$ cat config.mk
export PLATFORM = sky130hd
export DESIGN_NAME = salc_lookup
export DESIGN_NICKNAME = d
export VERILOG_FILES = /design/src/rtl/core/salc_pkg.sv /design/src/rtl/core/salc_lookup.sv
export SDC_FILE = /design/constraint.sdc
export NUM_CORES = 1
export LEC_CHECK = 0
export ABC_AREA = 1
export BUFFER_PORTS_ARGS = -buffer_cell sky130_fd_sc_hd__buf_4
export CORE_AREA = 2 2 447 449
export DETAILED_ROUTE_END_ITERATION = 10
export DIE_AREA = 0 0 449 451
export GPL_TIMING_DRIVEN = 0
export PLACE_DENSITY_LB_ADDON = 0.15
export SYNTH_ARGS = -nofsm -noshare
export SYNTH_HDL_FRONTEND = slang
export SYNTH_SLANG_ARGS = --single-unit
$ cat constraint.sdc
create_clock -name vclk -period 15.7
set_input_delay 2.355 -clock vclk [all_inputs]
set_output_delay 2.355 -clock vclk [all_outputs]
set_load 0.01 [all_outputs]
$ cat src/rtl/core/salc_pkg.sv
// ----------------------------------------------------------------------------
// salc_pkg
// Shared types and constants for the set-associative LRU cache tracker.
// ----------------------------------------------------------------------------
package salc_pkg;

    localparam int ADDR_W   = 64;
    localparam int TAG_W    = 64;
    localparam int SET_W    = 6;
    localparam int NUM_SETS = 1 << SET_W;
    localparam int WAYS     = 8;
    localparam int WAY_W    = 3;
    localparam int RANK_W   = 3;
    localparam int CNT_W    = 32;

    localparam logic [2:0]        SET_BITS_MAX = 3'(SET_W);
    localparam logic [3:0]        WAYS_MAX     = 4'(WAYS);
    localparam logic [RANK_W-1:0] RANK_MAX     = RANK_W'(WAYS - 1);

    // access kinds
    localparam logic [1:0] MODE_LOAD   = 2'd0;
    localparam logic [1:0] MODE_STORE  = 2'd1;
    localparam logic [1:0] MODE_MODIFY = 2'd2;

    // access outcomes
    localparam logic [1:0] OUT_HIT   = 2'd0;
    localparam logic [1:0] OUT_MISS  = 2'd1;
    localparam logic [1:0] OUT_EVICT = 2'd2;

    // configuration register indexes
    localparam logic [1:0] CFG_SET_BITS    = 2'd0;
    localparam logic [1:0] CFG_OFFSET_BITS = 2'd1;
    localparam logic [1:0] CFG_WAYS        = 2'd2;

    typedef struct packed {
        logic [1:0]        mode;
        logic [ADDR_W-1:0] address;
    } in_item_t;

    typedef struct packed {
        logic [1:0]       outcome;
        logic             extra_hit;
        logic [CNT_W-1:0] hit_total;
        logic [CNT_W-1:0] miss_total;
        logic [CNT_W-1:0] eviction_total;
    } out_item_t;

    // one RAM row holds every way of a set
    typedef struct packed {
        logic [WAYS-1:0]             valid;
        logic [WAYS-1:0][RANK_W-1:0] rank;
        logic [WAYS-1:0][TAG_W-1:0]  tag;
    } set_row_t;

    typedef struct packed {
        logic [1:0] outcome;
        set_row_t   row;
    } lookup_res_t;

endpackage

$ cat src/rtl/core/salc_lookup.sv
// ----------------------------------------------------------------------------
// salc_lookup
// Tag compare over all active ways, way selection (hit, empty fill or LRU
// victim) and the recency update of the set row.
// ----------------------------------------------------------------------------
module salc_lookup
    import salc_pkg::*;
(
    input  set_row_t         row,
    input  logic [TAG_W-1:0] tag,
    input  logic [3:0]       ways_eff,
    output lookup_res_t      res
);

    logic [WAYS-1:0]   active;
    logic [WAYS-1:0]   live;
    logic              hit;
    logic [WAY_W-1:0]  hit_way;
    logic              has_empty;
    logic [WAY_W-1:0]  empty_way;
    logic [WAY_W-1:0]  victim;
    logic [WAY_W-1:0]  sel_way;
    logic [RANK_W:0]   old_rank;

    always_comb begin
        hit       = 1'b0;
        hit_way   = '0;
        has_empty = 1'b0;
        empty_way = '0;
        victim    = '0;
        for (int k = 0; k < WAYS; k++) begin
            active[k] = (4'(k) < ways_eff);
            live[k]   = active[k] & row.valid[k];
        end
        for (int k = 0; k < WAYS; k++) begin
            if (live[k]) begin
                if (!hit && row.tag[k] == tag) begin
                    hit     = 1'b1;
                    hit_way = WAY_W'(k);
                end
            end else if (active[k] && !has_empty) begin
                has_empty = 1'b1;
                empty_way = WAY_W'(k);
            end
        end
        // highest rank wins, lowest way on a tie
        for (int k = 1; k < WAYS; k++) begin
            if (active[k] && row.rank[k] > row.rank[victim]) begin
                victim = WAY_W'(k);
            end
        end

        if (hit) begin
            sel_way     = hit_way;
            res.outcome = OUT_HIT;
        end else if (has_empty) begin
            sel_way     = empty_way;
            res.outcome = OUT_MISS;
        end else begin
            sel_way     = victim;
            res.outcome = OUT_EVICT;
        end

        // a fresh fill ages every live line not already at the top rank
        if (!hit && has_empty) begin
            old_rank = (RANK_W+1)'(WAYS);
        end else begin
            old_rank = {1'b0, row.rank[sel_way]};
        end

        res.row = row;
        for (int k = 0; k < WAYS; k++) begin
            if (WAY_W'(k) != sel_way && live[k] && {1'b0, row.rank[k]} < old_rank
                    && row.rank[k] != RANK_MAX) begin
                res.row.rank[k] = row.rank[k] + 1'b1;
            end
        end
        res.row.rank[sel_way]  = '0;
        res.row.valid[sel_way] = 1'b1;
        res.row.tag[sel_way]   = tag;
    end

endmodule

# [Yosys cells after proc, flatten, opt, wreduce, memory -nomap -nowiden]
# Index checks and enable logic that the tools add are counted.
[totals] register_bits=0 inputBits=612 elab_cells=237
[op_classes] add_sub_neg=8 n_lt_le_gt_ge=31 eq_ne=23 mux=101 bitwise=11 n_reduce_logical=63
[op_table] cell="512-bit bitwise mux" count=1
[op_table] cell="64-bit equality test" count=8
[op_table] cell="64-bit demux with 3-bit select" count=1
[op_table] cell="3-bit 2-to-1 mux" count=48
[op_table] cell="64-bit 2-to-1 mux" count=1
[op_table] cell="3-bit binary-select mux with 3-bit select" count=7
[op_table] cell="1-bit logical AND" count=47
[op_table] cell="1-bit 2-to-1 mux" count=38
[op_table] cell="3-bit by 4-bit less-than comparator with 1-bit output" count=8
[op_table] cell="3-bit by 4-bit less-than comparator with 1-bit output (second input constant)" count=7
[op_table] cell="3-bit by 1-bit adder with 3-bit output (second input constant)" count=8
[op_table] cell="24-bit bitwise AND" count=1
[op_table] cell="3-bit != test (second input constant)" count=8
[op_table] cell="24-bit NOT" count=1
[op_table] cell="3-bit > comparator" count=7
[op_table] cell="3-bit by 4-bit less-than comparator with 1-bit output (first input constant)" count=4
[op_table] cell="1-bit logical NOT" count=15
[op_table] cell="3-bit != test (first input constant)" count=4
[op_table] cell="3-bit demux with 3-bit select" count=1
[op_table] cell="1-bit bitwise AND" count=8
[op_table] cell="1-bit by 4-bit less-than comparator with 1-bit output (first input constant)" count=2
[op_table] cell="2-bit by 4-bit less-than comparator with 1-bit output (first input constant)" count=2
[op_table] cell="8-bit bitwise OR" count=1
[op_table] cell="2-bit by 3-bit != test with 1-bit output (first input constant)" count=2
[op_table] cell="other kinds (6)" count=7

# [Longest topological paths before layout]
[logic_depth] depth_word=43 ltp_mapped=77 mapped_depth_nobuf=77

# [Worst setup path before layout]
# No wires, ideal clock.
[synth_timing] kind="input to output" startpoint="input row[514] (netlist name)" endpoint="output res[518] (netlist name)" t_arrival_ns=12.588 t_required_ns=13.345 slack_ns=0.757 path_stages=72 n_path_buf=0 path_cell_list="inv_1 > ha_1 > nand2_1 > o21ai_0 > nand3_2 > o21ai_0 > ha_1 > nand2_1 > nor2_1 > a211oi_1 > nor2_4 > inv_1 > nand2_1 > o21ai_0 > ha_1 > a21oi_1 > o21ai_0 > nand3_1 > [36 not listed] > a211oi_1 > nor3_1 > inv_1 > nand2_1 > nand3_4 > nand3_4 > nand2_1 > o21ai_0 > a2111oi_0 > o21ai_0 > ha_1 > nand2_1 > nand2_1 > nand2_2 > nand3_4 > nand2_1 > inv_1 > nor2_1"
[synth_lines] element="from (decl)" line="salc_lookup.sv:9" source="input set_row_t row,"
[synth_lines] element="to (decl)" line="salc_lookup.sv:12" source="output lookup_res_t res"

==> metrics.md <==
| Metric | Value |
|---|---|
| Status | `completed` |
| Period utilization | `0.972` |
| Total wire length | `307 mm` |
| Worst hold margin | `5.03 ns` |
| Total track usage | `0.287` |
| Num sequential | `0` |
| Main combinational cell family by area after synthesis | `simple AND/OR/NAND/NOR gates` |
| Drt first pass iters | `6` |
| Initial DRC Count | `3,024` |
| Die Wd | `between 400 and 500 µm` |
| Syn_nets | `3,944` |
| Min Tclk post-route | `15.26 ns` |
| Synth top area cells | `nand2_1 (28%), o21ai_0 (17%), xnor2_1 (7.9%), nor2_1 (6.6%), xor2_1 (6.5%)` |
| Power Dens Cells | `75.1 nW/µm²` |
| Crit. End Element | `output port` |
| Static Leak | `0.0147 µW` |
| Post-Synth XOR/XNOR Area | `0.144` |
| Fin util | `0.147` |
| Share of cells above drive strength 1 | `0.361` |
| Initial antenna violation count | `118` |
| Area share of the largest cell type after synthesis | `0.277` |
| Adder-Cell Fraction of Synth Area | `0.0401` |
| Commonest cells after routing, fill and taps aside | `nand2_1 (1,215), buf_4 (1,213), o21ai_0 (515), nor2_1 (281), inv_1 (216)` |
| Slew @ Worst Pin | `1.40 ns` |
| Clkbuf count | `0` |
| Worst path required time | `13.35 ns` |
| Ports | `1,158` |
| Wirelength per Cell | `43.0 µm` |
| Syn Area/Cell | `5.04 µm²` |
| Yosys Warn Count | `0` |
| Fin nets | `5,104` |
| Maximum vdd drop | `roughly 0.05 mV` |
| Remaining routing DRC violations | `0` |
| Multiplexer share of the synthesized area | `0` |
| Grt ovf | `0` |
| Setup CP Type | `primary input to output port` |
| Vias | `29,440` |
| Vias in the first global route | `27,319` |
| Seq. cell area | `0 µm²` |
| Simple-gate portion of the synthesized area | `0.435` |
| Die area | `~200,000 µm²` |
| Chip Height | `451 µm` |
| Synth cell types | `54` |
| Post-DP HPWL | `271 mm` |
| Total of max-cap violations | `0` |
| CTS Hold Bufs | `0` |
| Synth-to-Final Area Change | `76.6%` |
| Critical Path Fanout Max | `11` |
| Final Hold Fails | `0` |
| Rows | `approximately 160` |
| Worst setup margin | `0.436 ns` |
| Slew Viols, Final | `0` |
| ANT nets after route | `0` |
| Commonest non-fill, non-tap cell in the layout | `nand2_1` |
| Initial Util | `0.0834` |
| Relative slew margins | `0.0635` |
| Worst path arrival time | `12.91 ns` |
| Slowest CP cell | `buf_2` |
| Hold Crit Class | `primary input to output port` |
| Max Fclk | `approximately 66 MHz` |
| DR vias/cell | `4.12` |
| Sequential fraction of the synthesis area | `0` |
| Mapped Area | `between 15,000 and 20,000 µm²` |
| Startpoint Class | `primary input` |
| # setup viols final | `0` |
| Pin count of the biggest net entering global routing | `11` |
| Setup Slack @ Placement | `-2.83 ns` |
| Critical path's largest stage delay | `0.41 ns` |
| Post-synth top area cell | `nand2_1` |
| Gpl congestion | `0.935` |
| Core box area | `198,000 µm²` |
| First-pass GRT wire length | `between 300 and 400 mm` |
| Compound-cell area share of the yosys netlist | `0.226` |
| Syn Inst Count | `3,279` |
| I/O Buffers | `1,099` |
stage by stage:
step	total power (µW)	cells	area, µm²	TNS [ns]
finish	2190	7143	29200	0
floorplan	789	3279	16500	0
CTS	2060	7062	28600	0
global route	2290	7110	29100	-0.629
global placement	1940	7034	28100	-1114.77
detailed placement	1940	7036	28100	-1040.97
routing by layer:
metal	vias to the layer above	GRT usage	part of all wire
met1	14740	0.343	0.40
met3	287	0.0454	0.061
li1	12782	-	-
met2	1591	0.517	0.50
met5	-	0	0.00083
met4	40	0.0986	0.040
power breakdown:
group	leakage [µW]	internal (µW)	switching, µW
Clock	0.000000337	0.000105	0
Combinational	0.0147	763	1430
Sequential	0	0	0
Total	0.0147	763	1430
cells by family after synthesis:
| kind of cell | count (synthesis) |
|---|---|
| buffers and inverters | 526 |
| AOI/OAI and AO/OA | 710 |
| and+or+nand+nor | 1719 |
| adders and majority gates | 53 |
| xor gates and xnor gates | 271 |
synth_stat cells (all sizes together):
library cell / instances
nor3b: 1
a211o: 1
o21ai: 634
a21oi: 20
a2111oi: 2
ha: 53
o22ai: 17
or2: 22
o2111ai: 5
o2bb2ai: 1
nor4: 2
a41oi: 2
a211oi: 9
xnor2: 149
a31oi: 5
clkinv: 2
nand3: 50
clkbuf: 56
nor2: 310
nand4: 59
o221ai: 2
and2: 2
nor3: 14
buf: 175
nand2: 1252
inv: 293
xor2: 122
nand3b: 6
or3: 1
a311oi: 1
a22oi: 2
o211ai: 7
a221oi: 2
critical path, delay by kind of cell:
kind                     cells  cell delay [ns]
buffers and inverters       16             2.45
AND/OR/NAND/NOR             25             2.98
AO/OA/AOI/OAI               21             2.87
adder cells (fa/ha/maj)      7             2.16
what timing repair did:
item / 4_1_cts / 5_1_grt
pin swaps: 25 / 49
endpoints found under the hold margin: 0 / 0
gates resized for setup: 85 / 94
setup buffers: 26 / 31
setup endpoints to repair: 544 / 544
final timing paths:
path / start / endpoint / depth (start not counted)
worst max-delay path: row[514] / res[398] / 69
worst min-delay path: row[66] / res[66] / 4
layout make-up:
cell class                 count  area, µm²
antenna                       50        125
buffer                       231       1510
fill                       23739     169000
inverter                     295       1140
multi-input combinational   2753      14400
tap                         2656       3320
timing repair buffer        1158       8740
No activity file was read; power rests on OpenSTA's default activity.
